<file path="src/hw/rtl/rra_pkg.sv">
package rra_pkg;

	localparam int MAX_STATIONS = 1024;
	localparam int DATA_W = 32;
	localparam int ADDR_W = (MAX_STATIONS > 1) ? $clog2(MAX_STATIONS) : 1;
	localparam int CNT_W = $clog2(MAX_STATIONS + 1);
	// sum of up to MAX_STATIONS signed 32-bit readings
	localparam int SUM_W = DATA_W + ADDR_W;
	localparam int STEP_W = $clog2(SUM_W);

	typedef enum logic {
		OP_LOAD = 1'b0,
		OP_QUERY = 1'b1
	} op_t;

	typedef struct packed {
		op_t op;
		logic signed [DATA_W-1:0] point_x;
		logic signed [DATA_W-1:0] point_y;
		logic signed [DATA_W-1:0] temperature;
		logic signed [DATA_W-1:0] query_x_low;
		logic signed [DATA_W-1:0] query_y_low;
		logic signed [DATA_W-1:0] query_x_high;
		logic signed [DATA_W-1:0] query_y_high;
	} cmd_t;

	typedef struct packed {
		logic signed [DATA_W-1:0] average;
		logic [CNT_W-1:0] matched_count;
	} result_t;

	typedef struct packed {
		logic signed [DATA_W-1:0] x;
		logic signed [DATA_W-1:0] y;
		logic signed [DATA_W-1:0] temp;
	} station_t;

	typedef struct packed {
		logic en;
		logic [ADDR_W-1:0] addr;
		station_t data;
	} st_wr_t;

	typedef struct packed {
		logic start;
		logic signed [SUM_W-1:0] dividend;
		logic [CNT_W-1:0] divisor;
	} div_req_t;

	typedef struct packed {
		logic done;
		logic signed [DATA_W-1:0] quotient;
	} div_rsp_t;

	typedef enum logic [2:0] {
		ST_IDLE,
		ST_SCAN,
		ST_DRAIN,
		ST_DIV,
		ST_DONE
	} state_t;

endpackage

</file>
<file path="src/hw/rtl/rra_div.sv">
module rra_div (
	input logic clk,
	input logic arst_n,
	input rra_pkg::div_req_t req,
	output rra_pkg::div_rsp_t rsp
);
	import rra_pkg::*;

	logic busy_q;
	logic done_q;
	logic neg_q;
	logic [STEP_W-1:0] step_q;
	logic [CNT_W-1:0] dv_q;
	logic [CNT_W-1:0] rem_q;
	logic [SUM_W-1:0] quo_q;
	logic [SUM_W-1:0] mag;
	logic [CNT_W:0] trial;
	logic ge;
	logic [SUM_W-1:0] quo_signed;

	assign mag = req.dividend[SUM_W-1] ? (~req.dividend + SUM_W'(1)) : req.dividend;
	assign trial = {rem_q, quo_q[SUM_W-1]};
	assign ge = (trial >= {1'b0, dv_q});
	assign quo_signed = neg_q ? (~quo_q + SUM_W'(1)) : quo_q;

	always_ff @(posedge clk or negedge arst_n) begin
		if (!arst_n) begin
			busy_q <= 1'b0;
			done_q <= 1'b0;
			step_q <= '0;
		end else begin
			done_q <= 1'b0;
			if (req.start) begin
				busy_q <= 1'b1;
				step_q <= '0;
			end else if (busy_q) begin
				step_q <= step_q + STEP_W'(1);
				if (step_q == STEP_W'(SUM_W - 1)) begin
					busy_q <= 1'b0;
					done_q <= 1'b1;
				end
			end
		end
	end

	// restoring division on magnitudes, one quotient bit per cycle
	always_ff @(posedge clk) begin
		if (req.start) begin
			neg_q <= req.dividend[SUM_W-1];
			dv_q <= req.divisor;
			rem_q <= '0;
			quo_q <= mag;
		end else if (busy_q) begin
			rem_q <= ge ? CNT_W'(trial - {1'b0, dv_q}) : trial[CNT_W-1:0];
			quo_q <= {quo_q[SUM_W-2:0], ge};
		end
	end

	assign rsp.done = done_q;
	assign rsp.quotient = quo_signed[DATA_W-1:0];

	a_no_restart: assert property (@(posedge clk) disable iff (!arst_n)
		req.start |-> !busy_q)
		else $error("divider started while busy");
	a_done_idle: assert property (@(posedge clk) disable iff (!arst_n)
		done_q |-> !busy_q && !$past(done_q))
		else $error("divider done overlaps iteration");
	a_step_range: assert property (@(posedge clk) disable iff (!arst_n)
		busy_q |-> step_q <= STEP_W'(SUM_W - 1))
		else $error("divider step count out of range");

endmodule

</file>
<file path="config.mk">
export PLATFORM = sky130hd
export DESIGN_NAME = rra_div
export DESIGN_NICKNAME = d
export VERILOG_FILES = /design/src/hw/rtl/rra_pkg.sv /design/src/hw/rtl/rra_div.sv
export SDC_FILE = /design/constraint.sdc
export NUM_CORES = 1
export LEC_CHECK = 0
export BUFFER_PORTS_ARGS = -buffer_cell sky130_fd_sc_hd__buf_4
export CAP_MARGIN = 10
export CORE_MARGIN = 2
export CORE_UTILIZATION = 40
export CTS_BUF_LIST = sky130_fd_sc_hd__clkbuf_16
export DETAILED_ROUTE_END_ITERATION = 8
export GPL_TIMING_DRIVEN = 0
export HOLD_SLACK_MARGIN = 0.1
export PLACE_DENSITY = 0.74
export SYNTH_ARGS = -nofsm -noshare
export SYNTH_HDL_FRONTEND = slang
export SYNTH_SLANG_ARGS = --single-unit
</file>
<file path="constraint.sdc">
create_clock -name clk -period 2.4 [get_ports clk]
set_input_delay 0.24 -clock clk [delete_from_list [all_inputs] [get_ports clk]]
set_output_delay 0.24 -clock clk [all_outputs]
set_load 0.01 [all_outputs]
</file>
* Yosys cells after proc, flatten, opt, wreduce, memory -nomap -nowiden
Index checks and enable logic that the tools add are counted.
Storage, ports and cells: word-level logic and storage cells 29, flip-flop bits (word level) 73, input port bits 56, output and inout port bits 33
Cells by class: reductions and logical operators 1, bitwise operators 2, equal/unequal tests 1, muxes and demuxes 13, add/subtract/negate cells 4, magnitude comparators 1
Operators with widths (number):
- two-way mux 42 bit | 3
- adder 42 x 2 -> 42 bit, second input constant | 1
- inverter 42 bit | 1
- adder 32 x 1 -> 32 bit, second input constant | 1
- two-way mux 32 bit | 1
- inverter 32 bit | 1
- >= comparator 12 x 11 -> 1 bit | 1
- two-way mux 6 bit | 2
- two-way mux 11 bit | 1
- subtractor 11 bit | 1
- adder 6 x 1 -> 6 bit, second input constant | 1
- equality test 6 bit, second input constant | 1
- two-way mux 1 bit | 6
- nonzero test 2 bit | 1

* Depth between registers and ports, before layout
Gate-level depths: netlist (run 1).
depth in word-level cells 4, mapped depth 10, depth with buffers taken out 9

* Worst setup path before layout (run 1)
Ideal clock, no wire load.
kind reg2out, from reg quo_q[13], to out rsp[28] in the netlist's numbering, arrival 2181 ps, data required time 2160 ps, path buffers 0, path slack -21 ps, stages on the path, launching flop included 7, cell sequence edfxtp_1 > or4_4 > or4_4 > nor3_4 > nand3_2 > o21ai_2 > xnor2_1
RTL lines:
- start, declared | line rra_div.sv:15 | logic [SUM_W-1:0] quo_q;
- start signal, assigned | line rra_div.sv:52 | quo_q <= mag;
- start signal, assigned | line rra_div.sv:55 | quo_q <= {quo_q[SUM_W-2:0], ge};
- end, declared | line rra_div.sv:5 | output rra_pkg::div_rsp_t rsp

==> flow_summary.yaml, run 1 <==
pwr:
  power_switching_uw: 1713
  internal_power_uw: 3359
  p_seq_share_pct: 34.7
  p_sw_share_pct: 33.78
  share_comb_of_total_power_pct: 40.7
  peakVddDrop_mv: 0.3648
  p_per_area_nw_per_um2: 747.9
  p_leak_uw: 0.002655
  p_clk_share_pct: 24.5
final_layout:
  utilization_pct: 55.77
  synthToLayoutAreaGrowth_pct: 34.68
  seqCellArea_um2: 2042
  layout-drive-gt1-share_pct: 29.07
  n_antenna_cell: 0
  final_cells: 849
  fillerInstances: 1037
  num-nets-final: 748
  multiInputGateArea_um2: 3055
  fin_area_um2: 6783
critical_path:
  cpLargestDelayFamily: "simple AND/OR/NAND/NOR gates"
  crit_chain: "or4_1 > or4_4 > nor3_4 > nand2_1 > o21ai_2 > xnor2_2 > buf_4"
  critPathSlowestCell: "or4_4"
  cpPeakStageDelay_ns: 0.55
  critical_path_required_ns: 2.16
  crit_buf_inv: 1
  critPathCaptureType: "output port"
  cp_max_fo: 4
  worstSetupPathType: "reg2out"
  arrival_ns: 2.69
  cp-start-kind: "flop"
placed_design:
  place_area_um2: 5907
  gp_congestion: 0.8625
  dp_cells: 792
  port_buffers: 88
  dp_hpwl_mm: 9.897
  place_ws_ns: -0.3550
logic_synthesis:
  synth-main-ff-cell: "edfxtp_1"
  yosysSeqAreaShare_pct: 40.55
  synth_warnings: 0
  syn_avg_cell_area_um2: 9.396
  synth-simple-area-share_pct: 18.83
  yosysUniqueCellTypes: 58
  synthXorXnorAreaFrac_pct: 13.57
  synth_mux_area_share_pct: 1.839
  synth_fp_nets: 608
  synth-seq-cells: 73
  async_flop_share_pct: 10.96
  synth_compound_area_share_pct: 17.42
  syn_area_um2: 5036
  netlist_instances: 536
  synth_adder_area_share_pct: 4.124
  synth_top_family_by_area: "simple AND/OR/NAND/NOR gates"
  synth-edff-count: 54
global_route:
  grt_pass1_wl_mm: 21.60
  antenna_found_initial: 0
  grt_pass1_vias: 4546
  grt-ovfl-total: 0
  grt_usage_pct: 20.56
  grt_max_degree: 43
clock_tree:
  clkSinkCount: 73
  clock_path_buffers: 2
  cts-buffers-inserted: 9
  root_buffer: "clkbuf_16"
  cts_tree: "done"
  path_clk_slew_ns: 0.06
  clock_latency_ns: 0.33
  htree_levels: 3
timing:
  worst_pin_slew_ns: 0.7591
  slew_violations: 0
  fin_crit_sh_pct: 122.2
  grt_setup_unrepaired: "yes"
  fin_crit_ns: 2.933
  fmax_mhz: 340.9
  fin_ws_ns: -0.5333
  fin_tns_setup_ns: -6.578
  max_slew_margin_pct: 49.39
  fin_skew_ns: 0.004708
  setup_violations: 16
  hold_viol: 0
detailed_routing:
  wl_per_cell_um: 16.51
  drc: 0
  vias_per_cell: 5.510
  drt_iter0_drc: 379
  drt-total-wl_mm: 14.02
  dr.pass1.iters: 5
  vias: 4678
  antenna_left: 0
run_status:
  violations: "setup timing"
  status: "finished, violations left"
worst_hold_path:
  hold_path_class: "in2reg"
die:
  die_h_um: 116.2
  initial_core_util_pct: 41.41
  rows: 40
  die_area_um2: 13500
  core_um2: 12160
  fp.dieW_um: 116.2
  num_io_pins: 89
job:
  cap_violations: 0
-- cells in the mapped netlist, types with 2 or more instances --
master	count	area share [%]
o21ai_0	26	2.6
nor3_1	5	0.50
xnor2_1	38	6.6
o41ai_2	3	0.97
and2_1	2	0.25
a311oi_1	2	0.35
a21oi_1	46	4.6
ha_1	15	3.7
nand4_1	5	0.62
nand2_1	33	2.5
or4_4	5	1.1
or3_1	9	1.1
nor4bb_1	2	0.40
buf_1	4	0.30
or4_1	5	0.75
o211ai_1	2	0.30
nand3b_1	2	0.30
o21ai_1	8	0.80
o41ai_1	9	1.6
dfxtp_1	11	4.4
o22ai_1	2	0.25
nor2_1	70	5.2
nor4_2	3	0.75
nand2b_1	5	0.62
buf_4	2	0.30
xor2_1	40	7.0
nor4_1	4	0.50
o31ai_1	15	2.2
mux2_2	2	0.45
clkbuf_1	17	1.3
edfxtp_1	54	32
o21ai_2	2	0.35
o21a_1	2	0.30
o31ai_2	4	0.99
inv_1	22	1.6
nand3_2	3	0.60
a211oi_1	9	1.3
mux2i_1	7	1.4
nor2b_1	5	0.62
dfrtp_1	8	4.0
nand3_1	10	0.99
o31a_1	2	0.35
-- metal layers --
layer	vias to the layer above	routed length (um)	global-route usage, %	share of wire (%)
li1	2230	-	-	-
met1	2233	5848	25.04	42
met2	186	7043	35.36	50
met3	29	737	2.491	5.3
met4	0	391	11.59	2.8
met5	-	0	0	0
-- logic make-up (layout without fill, tap and decap cells) --
logic type,Yosys count,in the layout
AO/OA/AOI/OAI,135,135
XOR/XNOR,78,78
adder cells (fa/ha/maj),16,16
buffers and inverters,47,192
flip-flops,73,73
multiplexers,9,9
AND/OR/NAND/NOR,178,178
-- path summary, 6_finish.rpt --
check | start | end | slack (ns) | depth (start not counted)
setup / recovery | quo_q[9] | rsp[26] | -0.53 | 7
setup reg to reg | dv_q[0] | rem_q[7] | 0 | 10
min in group asynchronous | arst_n | step_q[5] | 0.25 | 2
hold reg to reg | rem_q[9] | rem_q[9] | 0.52 | 2
max in group asynchronous | arst_n | step_q[4] | 2.01 | 2
hold / removal | req[52] | neg_q | 0.13 | 1
-- final cells by class --
type                    instances  area share (%)
flip-flops and latches         73           30.11
repair buffers                129           14.83
clock buffers                  10           3.689
plain buffers                  24           1.550
multi-input cells             416           45.05
clock inverters                 6          0.3689
well taps                     168           3.099
inverters                      23           1.310
-- state kept, by name, summed over array words and instances (netlist names) --
name    flops
dv_q       11
busy_q      1
step_q      6
quo_q      42
done_q      1
rem_q      11
neg_q       1
-- worst reg2reg max path: stages (launching register included) --
cell	delay, ns
edfxtp_1	0.41
ha_4	0.19
fa_2	0.38
nor2b_2	0.15
o31a_1	0.24
o21ai_4	0.11
o21ai_4	0.23
buf_6	0.14
buf_6	0.12
mux2i_1	0.19
a211oi_1	0.09
-- what timing repair did --
item,CTS,global route
hold endpoints to repair,19,0
resized for setup,29,27
pin swaps,16,24
setup endpoints to repair,72,33
buffers inserted,19,10
hold buffers,12,0
gates cloned,1,0
-- power groups by stage --
stage	clock (uW)	sequential (uW)	combinational (uW)
after floorplan	0	1730	1120
after global routing	1310	1780	2250
after detailed placement	0	1790	1630
after global placement	0	1780	1560
after CTS	1250	1750	1870
final	1240	1760	2070
-- placed cells by master (no fill, tap or decap), drive strengths merged, types with 13 or more instances in the layout --
cell type	instances
inv	25
o31ai	19
nand2	34
o21ai	36
a21oi	46
xor2	40
nor2	71
ha	15
xnor2	38
nand3	13
clkbuf	27
edfxtp	54
buf	124
-- stage by stage --
stage                     power, uW  hold WS [ns]
final                          5073        0.1278
after global routing           5341        0.1358
after CTS                      4865        0.1257
after detailed placement       3411       0.06556
after global placement         3341       0.06019
after floorplan                2844      -0.05559
No activity file was read; power rests on OpenSTA's default activity.
==> run 2: changes to the inputs <==
--- a/config.mk
+++ b/config.mk
@@ -7,6 +7,7 @@
 export LEC_CHECK = 0
 export BUFFER_PORTS_ARGS = -buffer_cell sky130_fd_sc_hd__buf_4
 export CAP_MARGIN = 10
+export CORE_ASPECT_RATIO = 0.8
 export CORE_MARGIN = 2
 export CORE_UTILIZATION = 40
 export CTS_BUF_LIST = sky130_fd_sc_hd__clkbuf_16
@@ -14,6 +15,7 @@
 export GPL_TIMING_DRIVEN = 0
 export HOLD_SLACK_MARGIN = 0.1
 export PLACE_DENSITY = 0.74
+export SLEW_MARGIN = 20
 export SYNTH_ARGS = -nofsm -noshare
 export SYNTH_HDL_FRONTEND = slang
 export SYNTH_SLANG_ARGS = --single-unit
==> run 2 against run 1 <==
Net effect: the flow still finishes with violations (setup timing); fmax decreased by 1.6%; combinational power about the same; largest cell class unchanged; non-clock buffer count stayed put.
==> flow_summary.yaml, run 2 (synthesis results as in run 1) <==
timing:
  worst_pin_slew_ns: 0.7718
  fin_tns_setup_ns: -6.778
  fin_hold_ws_ns: 0.1220
  slew_violations: 0
  fin_crit_sh_pct: 124.2
  max_slew_margin_pct: 48.55
  hold_viol: 0
  fin_ws_ns: -0.5809
  setup_violations: 16
  fmax_mhz: 335.5
  grt_setup_unrepaired: "yes"
  fin_crit_ns: 2.981
  fin_skew_ns: 0.003475
detailed_routing:
  drt-total-wl_mm: 14.60
  drc: 0
  wl_met1_mm: 6.651
  wl_met2_mm: 7.048
  vias: 4683
  antenna_left: 0
  routed.top_layer: "met4"
  met3WireLength_um: 763
  vias_per_cell: 5.496
  wl_per_cell_um: 17.14
  dr.pass1.iters: 5
  drt_iter0_drc: 398
final_layout:
  regMostFlops: "quo_q"
  layout-drive-gt1-share_pct: 29.22
  layout_commonest_cell: "buf_4"
  reg.largest.list: "quo_q x42, dv_q x11, rem_q x11"
  synthToLayoutAreaGrowth_pct: 36.80
  final_cell_mix: "114 x buf_4, 70 x nor2_1, 54 x edfxtp_1"
  num-nets-final: 748
  n_antenna_cell: 0
  final_cells: 852
  largest_reg_flops: 42
  utilization_pct: 56.23
die:
  num_io_pins: 89
  initial_core_util_pct: 41.10
  fp.dieW_um: 129.5
  rows: 36
  die_area_um2: 13510
  core_um2: 12250
  die_h_um: 104.4
global_route:
  antenna_found_initial: 0
  grt_max_degree: 29
  grt_pass1_vias: 4596
  grt_usage_pct: 21.62
  grt_pass1_wl_mm: 23.18
  grt-ovfl-total: 0
pwr:
  p_per_area_nw_per_um2: 769.8
  p_sw_share_pct: 33.05
  internal_power_uw: 3551
  p_seq_share_pct: 33.2
  power_uw: 5303
  peakVddDrop_mv: 0.4360
  p_leak_uw: 0.002712
  power_switching_uw: 1752
  p_clk_share_pct: 27.9
  share_comb_of_total_power_pct: 38.9
critical_path:
  r2r-end: "rem_q[1]"
  startpoint: "quo_q[16]"
  critPathCaptureType: "output port"
  cp-start-kind: "flop"
  critPathCapture: "rsp[28]"
  crit_chain: "or4_4 > or4_4 > nor3_4 > nand3_2 > o21ai_2 > xnor2_1 > buf_4"
  cpPeakStageDelay_ns: 0.55
  cp_max_fo: 4
  reg2reg_depth: 9
  cpMostUsedCell: "or4_4"
  ff2ff_setup_slack_ns: 0.06
  critical_path_required_ns: 2.16
  arrival_ns: 2.74
  critPathSlowestCell: "or4_4"
  r2r_start: "dv_q[0]"
  worstSetupPathType: "reg2out"
clock_tree:
  path_clk_slew_ns: 0.06
  htree_levels: 3
  clock_path_buffers: 2
  root_buffer: "clkbuf_16"
  clock_latency_ns: 0.33
  clkSinkCount: 73
  cts-buffers-inserted: 9
  cts_tree: "done"
run_status:
  status: "finished, violations left"
  violations: "setup timing"
job:
  cap_violations: 0
placed_design:
  dp_cells: 796
  dp_hpwl_mm: 10.36
  gp_congestion: 0.8617
  port_buffers: 88
worst_hold_path:
  hold_path_class: "in2reg"
## run 2: cell types whose count changed in the layout (fill, tap and decap cells not counted), sizes merged
cell           previous run  this run
clkinv                    4         3
bufinv                    0         2
clkdlybuf4s15             0         1
inv                      25        24
buf                     124       123
## run 2: layout make-up
| class | instances | area, um2 |
|---|---|---|
| Tap cell | 171 | 214.0 |
| Buffer | 24 | 112.6 |
| Fill cell | 1044 | 5363 |
| Clock inverter | 6 | 81.33 |
| Sequential cell | 73 | 2042 |
| Clock buffer | 10 | 250.2 |
| Timing Repair Buffer | 129 | 1026 |
| Multi-Input combinational cell | 416 | 3077 |
| Inverter | 23 | 86.33 |
## run 2: worst min path at each step
stage | start | end | depth (start not counted)
floorplan | arst_n | busy_q | 0
global placement | arst_n | step_q[0] | 1
detailed placement | arst_n | step_q[1] | 1
CTS | req[52] | neg_q | 1
global route | req[52] | neg_q | 1
finish | req[52] | neg_q | 1
## run 2: per-stage QoR
stage | cell area, um2 | worst slack (ns)
floorplan | 5036 | 0.01767
CTS | 6668 | -0.5759
finish | 6889 | -0.5809
detailed placement | 5931 | -0.3988
global placement | 5911 | -0.5607
global route | 6889 | -0.6519
## run 2: what timing repair did
action	CTS	global route
gates resized for setup	32	30
setup buffers	16	11
endpoints found under the setup margin	30	63
hold buffers	12	0
gates cloned	1	0
pin swaps	13	18
endpoints found under the hold margin	19	0
## run 2: layer usage
metal / up-vias / GRT usage, %
met4: 0 / 6.068
met3: 10 / 3.344
met1: 2279 / 29.66
met2: 157 / 35.38
li1: 2237 / -
met5: - / 0
## run 2: power groups by stage
| stage | Clock, uW | Sequential, uW | Combinational [uW] |
|---|---|---|---|
| after detailed placement | 0 | 1790 | 1630 |
| after global routing | 1560 | 1780 | 2240 |
| after global placement | 0 | 1780 | 1570 |
| final | 1480 | 1760 | 2060 |
| after floorplan | 0 | 1730 | 1120 |
| after CTS | 1500 | 1750 | 1870 |
## run 2: critical path: cells and delay by family (launching register included)
family | cells | cell delay, ns
AOI/OAI and AO/OA | 1 | 0.18
xor gates and xnor gates | 1 | 0.13
buffers and inverters | 1 | 0.15
DFF | 1 | 0.39
and+or+nand+nor | 4 | 1.55
==> run 3: changes to the inputs <==
==> constraint.sdc (replaced) <==
create_clock -name clk -period 2.4 [get_ports clk]
set_input_delay 0.12 -clock clk [delete_from_list [all_inputs] [get_ports clk]]
set_output_delay 0.12 -clock clk [all_outputs]
set_load 0.01 [all_outputs]
==> run 3 against run 2 <==
Net effect: the flow still finishes with violations (setup timing); cell count up 0.47%; clock skew up 0.0010 ns; largest cell class unchanged; highest routed layer unchanged; sequential cell count unchanged.
==> flow_summary.yaml, run 3 (synthesis results as in run 1) <==
final_layout:
  largest_reg_flops: 42
  reg.largest.list: "quo_q x42, dv_q x11, rem_q x11"
  fillerInstances: 1074
  num-nets-final: 752
  layout_commonest_cell: "buf_4"
  layout-drive-gt1-share_pct: 28.47
  regMostFlops: "quo_q"
  final_cell_mix: "119 x buf_4, 70 x nor2_1, 54 x edfxtp_1"
  synthToLayoutAreaGrowth_pct: 36.10
  n_antenna_cell: 0
global_route:
  grt_use_met3_pct: 2.932
  grt_use_met2_pct: 33.31
  antenna_found_initial: 0
  use_met1_pct: 29.75
  grt_pass1_vias: 4461
  grt-ovfl-total: 0
  grt_max_degree: 29
  grt_usage_pct: 21.10
  grt_pass1_wl_mm: 22.63
  top_usage_layer: "met2"
clock_tree:
  cts_tree: "done"
  path_clk_slew_ns: 0.06
  cts-buffers-inserted: 9
  clock_path_buffers: 2
  root_buffer: "clkbuf_16"
  clkSinkCount: 73
  htree_levels: 3
  clock_latency_ns: 0.33
die:
  rows: 36
  die_area_um2: 13510
  initial_core_util_pct: 41.10
  fp.dieW_um: 129.5
  num_io_pins: 89
  die_h_um: 104.4
  core_um2: 12250
timing:
  fin_skew_ns: 0.004511
  fin_crit_ns: 2.857
  fin_tns_setup_ns: -4.764
  setup_violations: 15
  fmax_mhz: 350.0
  grt_setup_unrepaired: "yes"
  fin_crit_sh_pct: 119.0
  fin_ws_ns: -0.4569
  hold_viol: 0
  max_slew_margin_pct: 42.32
  worst_pin_slew_ns: 0.8652
  slew_violations: 0
placed_design:
  port_buffers: 88
  dp_hpwl_mm: 10.30
  place_ws_ns: -0.4532
  gp_congestion: 0.8263
pwr:
  share_comb_of_total_power_pct: 40.2
  power_uw: 5145
  p_per_area_nw_per_um2: 750.6
  p_clk_share_pct: 25.4
  internal_power_uw: 3393
  peakVddDrop_mv: 0.3468
  p_leak_uw: 0.002711
  p_seq_share_pct: 34.4
  p_sw_share_pct: 34.04
  power_switching_uw: 1751
job:
  cap_violations: 0
critical_path:
  cp_max_fo: 4
  cp-start-kind: "flop"
  critPathCaptureType: "output port"
  critical_path_required_ns: 2.28
  worstSetupPathType: "reg2out"
  arrival_ns: 2.74
detailed_routing:
  wl_per_cell_um: 16.96
  drt-total-wl_mm: 14.51
  drt_iter0_drc: 462
  vias: 4663
  drc: 0
  vias_per_cell: 5.447
  antenna_left: 0
  dr.pass1.iters: 5
run_status:
  status: "finished, violations left"
  violations: "setup timing"
worst_hold_path:
  hold_path_class: "in2async"
-- run 3: area by class of cell --
cell class	instances	area (um2)	area share [%]
Multi-Input combinational cell	416	3055	44.58
Sequential cell	73	2042	29.79
Timing Repair Buffer	133	1065	15.53
Clock buffer	9	225.2	3.286
Tap cell	171	214.0	3.122
Buffer	24	110.1	1.606
Inverter	23	86.33	1.260
Clock inverter	7	56.30	0.8215
-- run 3: path summary, 6_finish.rpt --
| path | start | end | slack, ns | cells past startpoint |
|---|---|---|---|---|
| max | quo_q[9] | rsp[28] | -0.46 | 7 |
| min | arst_n | step_q[5] | 0.13 | 2 |
| max reg2reg | dv_q[0] | rem_q[4] | 0.05 | 9 |
| min reg2reg | rem_q[9] | rem_q[9] | 0.50 | 2 |
| max in group asynchronous | arst_n | busy_q | 2.15 | 2 |
| min in group clk | req[53] | dv_q[2] | 0.17 | 1 |
-- run 3: power by group through the flow --
stage | Clock [uW] | Combinational (uW) | Sequential [uW]
finish | 1310 | 2070 | 1770
floorplan | 0 | 1120 | 1730
global route | 1360 | 2260 | 1790
global placement | 0 | 1570 | 1780
detailed placement | 0 | 1640 | 1780
CTS | 1310 | 1930 | 1750
-- run 3: per-layer routing --
metal / up-vias / share of wire [%]
met5: - / 0
met2: 169 / 47
li1: 2243 / -
met3: 15 / 5.5
met1: 2236 / 46
met4: 0 / 1.3
-- run 3: stage by stage --
step                      std cells  instance area [um2]  utilization [%]  hold slack, ns
after floorplan                 536                 5036                -         -0.1756
after global routing            856                 6854            55.94          0.1375
final                           856                 6854            55.94          0.1292
after detailed placement        796                 5931            48.41        -0.05709
after global placement          795                 5911            48.24        -0.05976
after CTS                       842                 6641            54.21          0.1354
-- run 3: critical path, cell delays in order, from the launching register on --
cell      delay [ns]
edfxtp_1        0.41
or4_1           0.52
or4_4           0.54
nor3_4          0.28
nand3_2         0.18
o21ai_2         0.18
xnor2_1         0.14
buf_4           0.15
-- run 3: repair_timing --
| action | in CTS | in global routing |
|---|---|---|
| resized for setup | 32 | 23 |
| setup buffers | 17 | 14 |
| hold buffers | 13 | 0 |
| pin swaps | 20 | 22 |
| endpoints found under the setup margin | 28 | 57 |
| cloned | 1 | 0 |
| hold endpoints to repair | 20 | 0 |
